### src/hw/rtl/imminence_victim_selector_top_macros.svh
// ----------------------------------------------------------------------------
// imminence victim selector assertion macros
// shared concurrent assertion forms, clocked on clk and disabled in rst
// ----------------------------------------------------------------------------
`ifndef IMMINENCE_VICTIM_SELECTOR_TOP_MACROS_SVH
`define IMMINENCE_VICTIM_SELECTOR_TOP_MACROS_SVH

// same-cycle implication
`define IVS_ASSERT_IMPLIES(label, ante, cons) \
  label: assert property (@(posedge clk) disable iff (rst) (ante) |-> (cons)) \
    else $error("ivs assertion failed");

// next-cycle implication
`define IVS_ASSERT_NEXT(label, ante, cons) \
  label: assert property (@(posedge clk) disable iff (rst) (ante) |=> (cons)) \
    else $error("ivs assertion failed");

`endif

### src/hw/rtl/ivs_pkg.sv
// ----------------------------------------------------------------------------
// ivs_pkg
// request codes, classified command and result types for the victim selector
// ----------------------------------------------------------------------------
package ivs_pkg;

  localparam int WAY_IN_W = 3;
  localparam int COL_IN_W = 2;
  localparam int COUNT_W  = 9;

  // request codes on the req_type port
  localparam logic [2:0] REQ_FRONT   = 3'd0;
  localparam logic [2:0] REQ_BACK    = 3'd1;
  localparam logic [2:0] REQ_WRITE   = 3'd2;
  localparam logic [2:0] REQ_ADVANCE = 3'd3;
  localparam logic [2:0] REQ_RETREAT = 3'd4;
  localparam logic [2:0] REQ_SELECT  = 3'd5;

  localparam logic signed [COUNT_W-1:0] COUNT_EMPTY = -9'sd1;
  localparam logic signed [COUNT_W-1:0] COUNT_FLOOR = -9'sd2;

  typedef enum logic [2:0] {
    OP_NOP,
    OP_FRONT,
    OP_BACK,
    OP_WRITE,
    OP_ADVANCE,
    OP_RETREAT,
    OP_SELECT
  } op_t;

  typedef struct packed {
    op_t                        op;
    logic [WAY_IN_W-1:0]        way;
    logic [COL_IN_W-1:0]        column;
    logic signed [COUNT_W-1:0]  count;
  } cmd_t;

  typedef struct packed {
    logic [WAY_IN_W-1:0]        victim_way;
    logic signed [COUNT_W-1:0]  victim_count;
    logic [COL_IN_W-1:0]        current_column;
  } res_t;

endpackage

### src/hw/rtl/imminence_victim_selector_top.sv
// a move, count write or column step passes through the command queue and the back into the result queue
// select: the count store read port visits one way per cycle, up to the first empty count or the last way
// throughput: one non-select request per cycle while neither queue is full, a select holds the back until its scan ends
// reset: recency order to identity, column pointer to 0, then a clearing pass writes empty counts
// to all WAYS*COLUMNS count entries (32 at defaults) with full held high
// ----------------------------------------------------------------------------
// imminence_victim_selector_top
// replacement victim selector for one cache set, front/queue/back organization
// ----------------------------------------------------------------------------
module imminence_victim_selector_top #(
  parameter int WAYS    = 8,
  parameter int COLUMNS = 4
) (
  input  logic                                clk,
  input  logic                                rst,
  input  logic                                push,
  output logic                                full,
  input  logic [2:0]                          req_type,
  input  logic [ivs_pkg::WAY_IN_W-1:0]        way,
  input  logic [ivs_pkg::COL_IN_W-1:0]        column,
  input  logic signed [ivs_pkg::COUNT_W-1:0]  count_value,
  output logic                                empty,
  input  logic                                pop,
  output logic [ivs_pkg::WAY_IN_W-1:0]        victim_way,
  output logic signed [ivs_pkg::COUNT_W-1:0]  victim_count,
  output logic [ivs_pkg::COL_IN_W-1:0]        current_column
);

  import ivs_pkg::*;

  localparam int CMD_W = $bits(cmd_t);
  localparam int RES_W = $bits(res_t);

  cmd_t             front_cmd;
  logic             front_valid;
  logic             q_full;
  logic             q_empty;
  logic [CMD_W-1:0] q_bits;
  cmd_t             q_cmd;
  logic             q_pop;
  logic             clearing;
  logic             res_full;
  logic             res_push;
  res_t             back_res;
  logic [RES_W-1:0] out_bits;
  res_t             out_res;

  ivs_front #(
    .WAYS    (WAYS),
    .COLUMNS (COLUMNS)
  ) u_front (
    .push        (push),
    .full        (full),
    .req_type    (req_type),
    .way         (way),
    .column      (column),
    .count_value (count_value),
    .q_full      (q_full),
    .clearing    (clearing),
    .cmd_valid   (front_valid),
    .cmd         (front_cmd)
  );

  ivs_fifo #(
    .WIDTH (CMD_W),
    .DEPTH (2)
  ) u_cmd_q (
    .clk     (clk),
    .rst     (rst),
    .wr_en   (front_valid),
    .wr_data (front_cmd),
    .full    (q_full),
    .rd_en   (q_pop),
    .rd_data (q_bits),
    .empty   (q_empty)
  );

  assign q_cmd = cmd_t'(q_bits);

  ivs_back #(
    .WAYS    (WAYS),
    .COLUMNS (COLUMNS)
  ) u_back (
    .clk       (clk),
    .rst       (rst),
    .cmd_empty (q_empty),
    .cmd       (q_cmd),
    .cmd_pop   (q_pop),
    .res_full  (res_full),
    .res_push  (res_push),
    .res       (back_res),
    .clearing  (clearing)
  );

  ivs_fifo #(
    .WIDTH (RES_W),
    .DEPTH (2)
  ) u_res_q (
    .clk     (clk),
    .rst     (rst),
    .wr_en   (res_push),
    .wr_data (back_res),
    .full    (res_full),
    .rd_en   (pop),
    .rd_data (out_bits),
    .empty   (empty)
  );

  assign out_res        = res_t'(out_bits);
  assign victim_way     = out_res.victim_way;
  assign victim_count   = out_res.victim_count;
  assign current_column = out_res.current_column;

endmodule

### src/hw/rtl/ivs_fifo.sv
// ----------------------------------------------------------------------------
// ivs_fifo
// small synchronous queue used between the front and back and for results
// ----------------------------------------------------------------------------
module ivs_fifo #(
  parameter int WIDTH = 8,
  parameter int DEPTH = 2
) (
  input  logic             clk,
  input  logic             rst,
  input  logic             wr_en,
  input  logic [WIDTH-1:0] wr_data,
  output logic             full,
  input  logic             rd_en,
  output logic [WIDTH-1:0] rd_data,
  output logic             empty
);

  localparam int PTR_W = (DEPTH > 1) ? $clog2(DEPTH) : 1;
  localparam int CNT_W = $clog2(DEPTH + 1);

  logic [WIDTH-1:0] mem [DEPTH];
  logic [PTR_W-1:0] wr_ptr;
  logic [PTR_W-1:0] rd_ptr;
  logic [CNT_W-1:0] count;
  logic             push_ok;
  logic             pop_ok;

  assign full    = (count == CNT_W'(DEPTH));
  assign empty   = (count == '0);
  assign push_ok = wr_en && !full;
  assign pop_ok  = rd_en && !empty;
  assign rd_data = mem[rd_ptr];

  always_ff @(posedge clk) begin
    if (rst) begin
      wr_ptr <= '0;
      rd_ptr <= '0;
      count  <= '0;
    end else begin
      if (push_ok) begin
        wr_ptr <= (wr_ptr == PTR_W'(DEPTH - 1)) ? '0 : wr_ptr + 1'b1;
      end
      if (pop_ok) begin
        rd_ptr <= (rd_ptr == PTR_W'(DEPTH - 1)) ? '0 : rd_ptr + 1'b1;
      end
      case ({push_ok, pop_ok})
        2'b10:   count <= count + 1'b1;
        2'b01:   count <= count - 1'b1;
        default: count <= count;
      endcase
    end
  end

  always_ff @(posedge clk) begin
    if (push_ok) begin
      mem[wr_ptr] <= wr_data;
    end
  end

endmodule

### src/hw/rtl/ivs_front.sv
// ----------------------------------------------------------------------------
// ivs_front
// accepts request beats, range-checks them and turns them into commands
// ----------------------------------------------------------------------------
module ivs_front #(
  parameter int WAYS    = 8,
  parameter int COLUMNS = 4
) (
  input  logic                                push,
  output logic                                full,
  input  logic [2:0]                          req_type,
  input  logic [ivs_pkg::WAY_IN_W-1:0]        way,
  input  logic [ivs_pkg::COL_IN_W-1:0]        column,
  input  logic signed [ivs_pkg::COUNT_W-1:0]  count_value,
  input  logic                                q_full,
  input  logic                                clearing,
  output logic                                cmd_valid,
  output ivs_pkg::cmd_t                       cmd
);

  import ivs_pkg::*;

  logic way_ok;
  logic col_ok;

  assign way_ok    = (32'(way) < 32'(WAYS));
  assign col_ok    = (32'(column) < 32'(COLUMNS));
  assign full      = q_full || clearing;
  assign cmd_valid = push && !full;

  always_comb begin
    cmd.way    = way;
    cmd.column = column;
    cmd.count  = count_value;
    case (req_type)
      REQ_FRONT:   cmd.op = way_ok ? OP_FRONT : OP_NOP;
      REQ_BACK:    cmd.op = way_ok ? OP_BACK : OP_NOP;
      REQ_WRITE:   cmd.op = (way_ok && col_ok) ? OP_WRITE : OP_NOP;
      REQ_ADVANCE: cmd.op = OP_ADVANCE;
      REQ_RETREAT: cmd.op = OP_RETREAT;
      REQ_SELECT:  cmd.op = OP_SELECT;
      default:     cmd.op = OP_NOP;
    endcase
  end

endmodule

### src/hw/rtl/ivs_back.sv
// ----------------------------------------------------------------------------
// ivs_back
// executes commands: recency moves, count store, column pointer, victim scan
// ----------------------------------------------------------------------------
`include "imminence_victim_selector_top_macros.svh"

module ivs_back #(
  parameter int WAYS    = 8,
  parameter int COLUMNS = 4
) (
  input  logic          clk,
  input  logic          rst,
  input  logic          cmd_empty,
  input  ivs_pkg::cmd_t cmd,
  output logic          cmd_pop,
  input  logic          res_full,
  output logic          res_push,
  output ivs_pkg::res_t res,
  output logic          clearing
);

  import ivs_pkg::*;

  localparam int WAY_W     = $clog2(WAYS);
  localparam int COL_W     = (COLUMNS > 1) ? $clog2(COLUMNS) : 1;
  localparam int MEM_DEPTH = WAYS * COLUMNS;
  localparam int ADDR_W    = $clog2(MEM_DEPTH);

  localparam logic [1:0] ST_CLEAR = 2'd0;
  localparam logic [1:0] ST_IDLE  = 2'd1;
  localparam logic [1:0] ST_SCAN  = 2'd2;

  logic [1:0]                state;
  logic [1:0]                state_next;
  logic [WAY_W-1:0]          order [WAYS];
  logic [WAY_W-1:0]          order_next [WAYS];
  logic [WAY_W-1:0]          order_front [WAYS];
  logic [WAY_W-1:0]          order_back [WAYS];
  logic [COL_W-1:0]          col_ptr;
  logic [COL_W-1:0]          col_ptr_next;
  logic [ADDR_W-1:0]         clr_cnt;
  logic [ADDR_W-1:0]         clr_cnt_next;

  logic signed [COUNT_W-1:0] mem [MEM_DEPTH];
  logic                      mem_we;
  logic [ADDR_W-1:0]         wr_addr;
  logic signed [COUNT_W-1:0] wr_data;
  logic [ADDR_W-1:0]         rd_addr;
  logic signed [COUNT_W-1:0] rd_data;

  logic                      take;
  logic [WAY_W-1:0]          cmd_way;
  logic [COL_W-1:0]          cmd_col;
  logic [WAY_W-1:0]          hit_pos;

  logic [WAY_W-1:0]          scan_pos;
  logic [WAY_W-1:0]          nxt_pos;
  logic [WAY_W-1:0]          rd_pos;
  logic signed [COUNT_W-1:0] best;
  logic signed [COUNT_W-1:0] best_n;
  logic [WAY_W-1:0]          best_way;
  logic [WAY_W-1:0]          best_way_n;
  logic signed [COUNT_W-1:0] way0_count;
  logic signed [COUNT_W-1:0] way0_n;
  logic [WAY_W-1:0]          dway;
  logic                      last;
  logic                      hit_empty;
  logic                      beats;
  logic                      finish;
  logic [WAYS-1:0]           present;

  assign clearing = (state == ST_CLEAR);
  assign take     = (state == ST_IDLE) && !cmd_empty && !res_full;
  assign cmd_pop  = take;
  assign cmd_way  = WAY_W'(cmd.way);
  assign cmd_col  = COL_W'(cmd.column);

  // position of the commanded way in the order, the order is a permutation
  always_comb begin
    hit_pos = '0;
    for (int p = 0; p < WAYS; p++) begin
      if (order[p] == cmd_way) begin
        hit_pos = hit_pos | WAY_W'(p);
      end
    end
  end

  always_comb begin
    order_front[0] = cmd_way;
    for (int p = 1; p < WAYS; p++) begin
      order_front[p] = (WAY_W'(p) <= hit_pos) ? order[p-1] : order[p];
    end
    order_back[WAYS-1] = cmd_way;
    for (int p = 0; p < WAYS - 1; p++) begin
      order_back[p] = (WAY_W'(p) >= hit_pos) ? order[p+1] : order[p];
    end
  end

  // scan datapath, one way per cycle out of the count store read port
  assign dway      = order[scan_pos];
  assign last      = (scan_pos == WAY_W'(WAYS - 1));
  assign nxt_pos   = last ? scan_pos : scan_pos + 1'b1;
  assign hit_empty = (rd_data == COUNT_EMPTY);
  assign beats     = (rd_data > best);
  assign best_n    = beats ? rd_data : best;
  assign best_way_n = beats ? dway : best_way;
  assign way0_n    = (dway == '0) ? rd_data : way0_count;
  assign finish    = hit_empty || last;

  assign rd_pos  = (state == ST_SCAN) ? nxt_pos : '0;
  assign rd_addr = ADDR_W'(32'(col_ptr) * 32'(WAYS) + 32'(order[rd_pos]));

  assign mem_we  = clearing || (take && cmd.op == OP_WRITE);
  assign wr_addr = clearing ? clr_cnt
                            : ADDR_W'(32'(cmd_col) * 32'(WAYS) + 32'(cmd_way));
  assign wr_data = clearing ? COUNT_EMPTY : cmd.count;

  always_comb begin
    state_next   = state;
    order_next   = order;
    col_ptr_next = col_ptr;
    clr_cnt_next = clr_cnt;
    case (state)
      ST_CLEAR: begin
        clr_cnt_next = clr_cnt + 1'b1;
        if (clr_cnt == ADDR_W'(MEM_DEPTH - 1)) begin
          state_next = ST_IDLE;
        end
      end
      ST_IDLE: begin
        if (take) begin
          case (cmd.op)
            OP_FRONT:   order_next = order_front;
            OP_BACK:    order_next = order_back;
            OP_ADVANCE: col_ptr_next = (col_ptr == COL_W'(COLUMNS - 1)) ? '0
                                                                       : col_ptr + 1'b1;
            OP_RETREAT: col_ptr_next = (col_ptr == '0) ? COL_W'(COLUMNS - 1)
                                                       : col_ptr - 1'b1;
            OP_SELECT:  state_next = ST_SCAN;
            default:    state_next = ST_IDLE;
          endcase
        end
      end
      ST_SCAN: begin
        if (finish) begin
          state_next = ST_IDLE;
        end
      end
      default: state_next = ST_IDLE;
    endcase
  end

  always_comb begin
    res.current_column = COL_IN_W'(col_ptr_next);
    res.victim_way     = '0;
    res.victim_count   = '0;
    res_push           = 1'b0;
    if (take && cmd.op != OP_SELECT) begin
      res_push = 1'b1;
    end else if (state == ST_SCAN && finish) begin
      res_push = 1'b1;
      if (hit_empty) begin
        res.victim_way   = WAY_IN_W'(dway);
        res.victim_count = rd_data;
      end else begin
        // nothing above the floor means way 0 with its own count
        res.victim_way   = WAY_IN_W'(best_way_n);
        res.victim_count = (best_n != COUNT_FLOOR) ? best_n : way0_n;
      end
    end
  end

  always_ff @(posedge clk) begin
    if (rst) begin
      state   <= ST_CLEAR;
      col_ptr <= '0;
      clr_cnt <= '0;
      for (int p = 0; p < WAYS; p++) begin
        order[p] <= WAY_W'(p);
      end
    end else begin
      state   <= state_next;
      col_ptr <= col_ptr_next;
      clr_cnt <= clr_cnt_next;
      order   <= order_next;
    end
  end

  always_ff @(posedge clk) begin
    if (take) begin
      scan_pos <= '0;
      best     <= COUNT_FLOOR;
      best_way <= '0;
    end else if (state == ST_SCAN) begin
      scan_pos   <= nxt_pos;
      best       <= best_n;
      best_way   <= best_way_n;
      way0_count <= way0_n;
    end
  end

  always_ff @(posedge clk) begin
    if (mem_we) begin
      mem[wr_addr] <= wr_data;
    end
    rd_data <= mem[rd_addr];
  end

  // every way held somewhere in the order
  always_comb begin
    present = '0;
    for (int w = 0; w < WAYS; w++) begin
      for (int p = 0; p < WAYS; p++) begin
        if (order[p] == WAY_W'(w)) begin
          present[w] = 1'b1;
        end
      end
    end
  end

  `IVS_ASSERT_IMPLIES(a_clear_no_take, state == ST_CLEAR, !cmd_pop)
  `IVS_ASSERT_IMPLIES(a_push_has_room, res_push, !res_full)
  `IVS_ASSERT_IMPLIES(a_order_perm, state != ST_CLEAR, &present)
  `IVS_ASSERT_NEXT(a_select_scans, cmd_pop && cmd.op == OP_SELECT, state == ST_SCAN)

endmodule
### config.mk
export PLATFORM = sky130hd
export DESIGN_NAME = imminence_victim_selector_top
export DESIGN_NICKNAME = d
export VERILOG_FILES = /design/src/hw/rtl/ivs_pkg.sv /design/src/hw/rtl/imminence_victim_selector_top.sv /design/src/hw/rtl/ivs_fifo.sv /design/src/hw/rtl/ivs_front.sv /design/src/hw/rtl/ivs_back.sv
export VERILOG_INCLUDE_DIRS = /design/src /design/src/hw/rtl
export SDC_FILE = /design/constraint.sdc
export NUM_CORES = 1
export LEC_CHECK = 0
export BUFFER_PORTS_ARGS = -buffer_cell sky130_fd_sc_hd__clkbuf_2
export CORE_ASPECT_RATIO = 1.4
export CORE_MARGIN = 3
export CORE_UTILIZATION = 40
export DETAILED_ROUTE_END_ITERATION = 10
export GPL_TIMING_DRIVEN = 0
export SLEW_MARGIN = 0
export SYNTH_ARGS = -nofsm -noshare
export SYNTH_HDL_FRONTEND = slang
export SYNTH_SLANG_ARGS = --single-unit
### constraint.sdc
create_clock -name clk -period 5.9 [get_ports clk]
set_input_delay 0.295 -clock clk [delete_from_list [all_inputs] [get_ports clk]]
set_output_delay 0.295 -clock clk [all_outputs]
set_load 0.02 [all_outputs]
== Yosys cells after proc, flatten, opt, wreduce, memory -nomap -nowiden ==
Memories as Yosys holds them, arrays and structs flattened. A register that Yosys moved wholly into a read port is not among the register bits.
Cells that the tools add are included.

* RAM bits: 350
* Memories kept: 3
* Register bits: 65
* Input bits: 21
* Latch bits: 0
* Logic and storage cells: 214
* Memory bits (read-only): 0

* Div/mod/pow operators: 0
* $mul: 0
* Shift operators: 0
* Eq/ne operators: 50
* Muxes and demuxes: 68
* Bitwise logic cells: 3
* $lt $le $gt $ge: 17
* $add $sub $neg: 14
* Reductions and logical operators: 38

{| class="wikitable"
|+ Memory list
! name !! words !! bits a word !! read ports !! clocked after memory_dff !! wr ports !! RTL line !! RTL
|-
| u_back.mem || 32 || 9 || 1 || 1 || 1 || ivs_back.sv:44 || <nowiki>logic signed [COUNT_W-1:0] mem [MEM_DEPTH];</nowiki>
|-
| u_cmd_q.mem || 2 || 17 || 1 || 1 || 1 || ivs_fifo.sv:22 || <nowiki>logic [WIDTH-1:0] mem [DEPTH];</nowiki>
|-
| u_res_q.mem || 2 || 14 || 1 || 1 || 1 || ivs_fifo.sv:22 ||
|}

{| class="wikitable"
|+ Operator list
! operator !! count
|-
| 3-bit 2-to-1 mux || 25
|-
| 24-bit case mux with 2 select lines || 1
|-
| 12-bit 2-to-1 mux || 3
|-
| 9-bit 2-to-1 mux || 4
|-
| 2-bit by 1-bit inequality test with 1-bit output (second input constant) || 16
|-
| 5-bit AND reduction || 6
|-
| 3-bit == test || 7
|-
| 3-bit binary-select mux with 3-bit select || 2
|-
| 3-bit == test (second input constant) || 6
|-
| 2-bit 2-to-1 mux || 9
|-
| 3-bit case mux with 6 select lines || 1
|-
| 1-bit 2-to-1 mux || 17
|-
| 2-bit case mux with 2 select lines || 4
|-
| 2-bit == test (second input constant) || 6
|-
| 3-bit by 2-bit == test with 1-bit output (second input constant) || 4
|-
| 3-bit <= comparator (first input constant) || 4
|-
| 4-bit AND reduction || 3
|-
| 5-bit by 3-bit adder with 5-bit output || 2
|-
| 1-bit logical AND || 10
|-
| 9-bit by 1-bit == test with 1-bit output (second input constant) || 1
|-
| 3-bit greater-or-equal comparator (first input constant) || 3
|-
| 9-bit greater-than comparator || 1
|-
| 9-bit by 2-bit inequality test with 1-bit output (second input constant) || 1
|-
| 4-bit greater-or-equal comparator (second input constant) || 2
|-
| other kinds (25) || 52
|}

== Longest topological paths before layout ==
* Depth in word-level cells: 11
* Mapped depth: 14
* Mapped depth without buffers: 10

== Cells and area by module ==
From an unflattened synthesis, not the netlist that was laid out.

* Cells, all modules: 1,340
* Area total of the unflattened synthesis: 18,606.6 sq um

{| class="wikitable"
|+ Modules (own cells, without submodules)
! module !! times used !! area each (sq um) !! cells an instance
|-
| ivs_back || 1 || 15,767.6 || 1,169
|-
| ivs_fifo at u_cmd_q || 1 || 1,446.4 || 79
|-
| ivs_fifo at u_res_q || 1 || 1,227.4 || 69
|-
| ivs_front || 1 || 165.2 || 23
|}

== Worst setup path after synthesis ==
No wires, ideal clock.

* Path kind: register to register
* Start point: reg u_back.scan_pos[0]
* End point: reg u_back.rd_data[0], read port of u_back.mem
* Clock period less this slack: 2.898 ns
* Stages on the path, launching flop included: 15
* Buffers on the path: 5
* Data arrival time: 2.764 ns
* Library setup time: 0.135 ns
* Required time: 5.765 ns
* Slack: 3.002 ns
* Cells stage by stage: dfxtp_1 > ha_1 > buf_2 > or3b_1 > a211o_1 > o22a_1 > and4_1 > buf_4 > buf_4 > buf_2 > buf_2 > nand2_1 > nand3_1 > o211ai_1 > o2111ai_1

* Longest elaborated chain between the ends: 8
* Elaborated cells between the ends (all ways): 9
* Those cells by class: add/sub: 2; eq/ne: 1; mux: 5; bitwise: 1

{| class="wikitable"
|+ RTL lines
! item !! RTL line !! RTL
|-
| from (decl) || ivs_back.sv:56 || <nowiki>logic [WAY_W-1:0] scan_pos;</nowiki>
|-
| from (signal assigned) || ivs_back.sv:195 || <nowiki>scan_pos <= nxt_pos;</nowiki>
|-
| 3-bit by 1-bit adder with 3-bit output or 3-bit == test (tied branches) || ivs_back.sv:102, ivs_back.sv:101 ||
|-
| 3-bit 2-to-1 mux (*) || ivs_back.sv:102 || <nowiki>assign nxt_pos = last ? scan_pos : scan_pos + 1'b1;</nowiki>
|-
| 3-bit 2-to-1 mux (*) || ivs_back.sv:110 || <nowiki>assign rd_pos = (state == ST_SCAN) ? nxt_pos : '0;</nowiki>
|-
| 3-bit NOT with 4-bit output (not written as such) (*) || ivs_back.sv:111 || <nowiki>assign rd_addr = ADDR_W'(32'(col_ptr) * 32'(WAYS) + 32'(order[rd_pos]));</nowiki>
|-
| 3-bit binary-select mux with 3-bit select (*) || ivs_back.sv:111 ||
|-
| 3-bit 2-to-1 mux (not written as such) (*) (2 in series) || ivs_back.sv:111 ||
|-
| 5-bit by 3-bit adder with 5-bit output (*) || ivs_back.sv:111 ||
|-
| to (decl) || ivs_back.sv:49 || <nowiki>logic signed [COUNT_W-1:0] rd_data;</nowiki>
|}

Every way passes the cells marked *; elsewhere a longest branch is shown, timed or not. The select of a mux whose other input is x is not followed.
A chain may end at the register's enable or synchronous reset.

== Worst setup path after layout ==
* Start point: reg u_back.scan_pos[0]
* End point: reg u_back.rd_data[2], read port of u_back.mem

The elaborated chain is that of the path after synthesis.

==> impl_metrics.tcl <==
set metrics [dict create \
    synth_cells 1475 \
    ctsResizeCount 0 \
    grt_pass1_wl_um 72800 \
    dieHeight_um 261 \
    grt_start_max_net_pins 33 \
    yosys.area.top_type_share 0.582 \
    cts_tree "built" \
    num_rows 92 \
    powerDensity_nw_per_um2 282 \
    worstMarginPinSlew_ns 1.41 \
    fmax_mhz 236 \
    critical_path_arrival_ns 4.61 \
    ant_nets 0 \
    cts_buffers 42 \
    seqCellArea_sq_um 12100 \
    fill_cells 4145 \
    ys_seq_area_frac 0.654 \
    post_cts_buffers 0 \
    avgRoutedWirePerCell_um 21.3 \
    cts_sinks 426 \
    drtPass1Iterations 6 \
    grt_util_met2 0.353 \
    slew_viol_final 0 \
    drt_iter0_markers 1085 \
    gr-total-overflow 0 \
    drc_errors 0 \
    grt_antenna_before_repair 0 \
    crit_path_top_delay_cell "a222oi_1" \
    yosysUniqueCellTypes 75 \
    rsz0062_at_grt "false" \
    maxCapViolations 0 \
    hpwl_um 32400 \
    ctsRootBufferMaster "clkbuf_16" \
    setup_viol 0 \
    fin_util 0.463 \
    fin_crit_ns 4.23 \
    startpoint_type "flip-flop" \
    synth.largest_area_cell "edfxtp_1" \
    crit_required_ns 6.28 \
    die_area_sq_um 49000 \
    worstSetupEndpointType "flip-flop" \
    crit_path_frequent_cell "buf_2" \
    top_usage_layer "met2" \
    critPathMaxStageDelay_ns 0.76 \
    port_buffers 36 \
    yosysWarnings 0 \
    path_class "flip-flop to flip-flop" \
    num_vias 12200 \
    yosys_most_used_dff "edfxtp_1" \
    syn-num-nets 1512 \
    syn_area_sq_um 18500 \
    post_synth.cell_area_avg_sq_um 12.6 \
    initial_core_util 0.408 \
    fin_tns_setup_ns 0 \
    area_delta_synth_final_pct 13.4 \
    multi_input_area_sq_um 5950 \
    pin_count 37 \
    layout_common_cells "359 x edfxtp_1, 288 x nand2_1, 127 x nor2_1" \
    place_congestion 0.873 \
    grt_pass1_vias 12400 \
    antenna_cells 0 \
    nNetsFinal 1608 \
    power.leakage_nw 7.02 \
    synth.area.top_cells "edfxtp_1 58%, dfxtp_1 7.2%, nand2_1 5.9%" \
    hold_class "primary input to flip-flop" \
    clk_pin_slew_ns 0.07 \
    htreeDepth 2 \
    slew_headroom 0.0599 \
    die_x_um 188 \
    outcome "completed" \
    async_flop_share 0 \
    drive_above_1_share 0.120 \
    clk_path_buf_depth 3 \
    hold_buffers 14 \
    grtUsageMet1 0.220 \
    final_common_cell "edfxtp_1" \
    ys_ff_latch 426 \
    routed_via_density 5.49 \
    finClkSkew_ns 0.0180 \
    coreArea_sq_um 45400 \
    routed_wl_um 47200 \
    met3_usage 0.0292 \
    worst-path-max-fanout 10 \
    grt_usage 0.193 \
    insertion_delay_ns 0.56 \
    crit_path_cell_trace "ha_1 > buf_2 > or3b_1 > nor3_1 > or4_1 > a222oi_1 > nor2b_1 > buf_2 > clkbuf_1 > nand3_1 > nand4_1 > o2111ai_1" \
    synth_edf_count 359 \
    ir_drop_uv 210 \
    finalCritPeriodShare 0.717 \
    finalHoldViolCount 0 \
]
==> layer usage <==
| layer | part of all wire | vias to the layer above |
|---|---|---|
| li1 | - | 5660 |
| met1 | 0.38 | 6028 |
| met2 | 0.52 | 359 |
| met3 | 0.048 | 113 |
| met4 | 0.050 | 0 |
| met5 | 0 | - |
==> cell families after synthesis <==
family,after synthesis,synth area share
adder cells (fa/ha/maj),16,0.0108
buffers and inverters,99,0.0251
flip-flops,426,0.654
AO/OA/AOI/OAI,185,0.0765
XOR/XNOR,35,0.0170
AND/OR/NAND/NOR,587,0.140
multiplexers,127,0.0765
==> through the flow <==
step                worst slack (ns)  area (sq um)  cells  power [mW]  hold WS [ns]
global route                    1.52         21000   2214        6.09        0.0887
floorplan                       3.00         18500   1475        3.35         0.394
global placement                1.71         19500   2122        3.38         0.464
CTS                             1.67         21000   2213        5.97        0.0772
finish                          1.67         21000   2214        5.92        0.0978
detailed placement              1.70         19500   2123        3.38         0.487
==> state kept, by name, summed over array words and instances, names as in the netlist, 2 cells and up, named ones only <==
register,flops
u_back.best,9
u_back.best_way,3
u_back.clr_cnt,5
u_back.col_ptr,2
u_back.mem,288
u_back.order,24
u_back.rd_data,9
u_back.scan_pos,3
u_back.state,2
u_back.way0_count,9
u_cmd_q.count,2
u_cmd_q.mem,34
u_res_q.count,2
u_res_q.mem,28
==> critical path, delay by kind of cell, from the launching register on <==
family                   cells  cell delay [ns]
AND/OR/NAND/NOR              6             1.57
AO/OA/AOI/OAI                2             0.99
buffers and inverters        3             0.90
flip-flops                   1             0.32
adder cells (fa/ha/maj)      1             0.28
==> Yosys cell counts, types with 11 or more instances <==
library cell	n
o21ai_0	23
inv_1	19
nor2_1	129
a31oi_1	20
xnor2_1	26
edfxtp_1	359
nand3_1	76
mux2_2	23
a221oi_1	15
o211ai_1	21
nand4_1	21
a21oi_1	24
dfxtp_1	67
buf_2	20
ha_1	16
clkbuf_1	41
a221oi_2	11
mux2i_1	87
nand2_1	291
==> power by group <==
part	switching, mW	total [mW]	internal (mW)	leakage [nW]
Sequential	0.00410	3.24	3.23	3.77
Clock	1.14	2.60	1.47	0.641
Combinational	0.0571	0.0854	0.0282	2.61
Total	1.20	5.92	4.73	7.02
==> layout make-up <==
type | instances | area share
well taps | 611 | 0.0364
flip-flops and latches | 426 | 0.577
inverters | 20 | 0.00357
repair buffers | 52 | 0.0179
clock inverters | 28 | 0.0111
clock buffers | 48 | 0.0521
multi-input cells | 950 | 0.283
plain buffers | 79 | 0.0185
==> path summary, 6_finish.rpt <==
| kind | from | to | slack [ns] | cells past startpoint |
|---|---|---|---|---|
| hold reg to reg | u_back.clr_cnt[4]$_SDFFE_PP0P_ | u_back.clr_cnt[4]$_SDFFE_PP0P_ | 0.49 | 2 |
| hold / removal | req_type[0] | u_cmd_q.mem[0][14]$_DFFE_PP_ | 0.1 | 2 |
| setup / recovery | u_back.scan_pos[0]$_SDFFE_PP0P_ | u_back.rd_data[2]$_DFF_P_ | 1.67 | 12 |
| setup reg to reg | u_back.scan_pos[0]$_SDFFE_PP0P_ | u_back.rd_data[2]$_DFF_P_ | 1.67 | 12 |
Power figures use the tool's default switching activity.
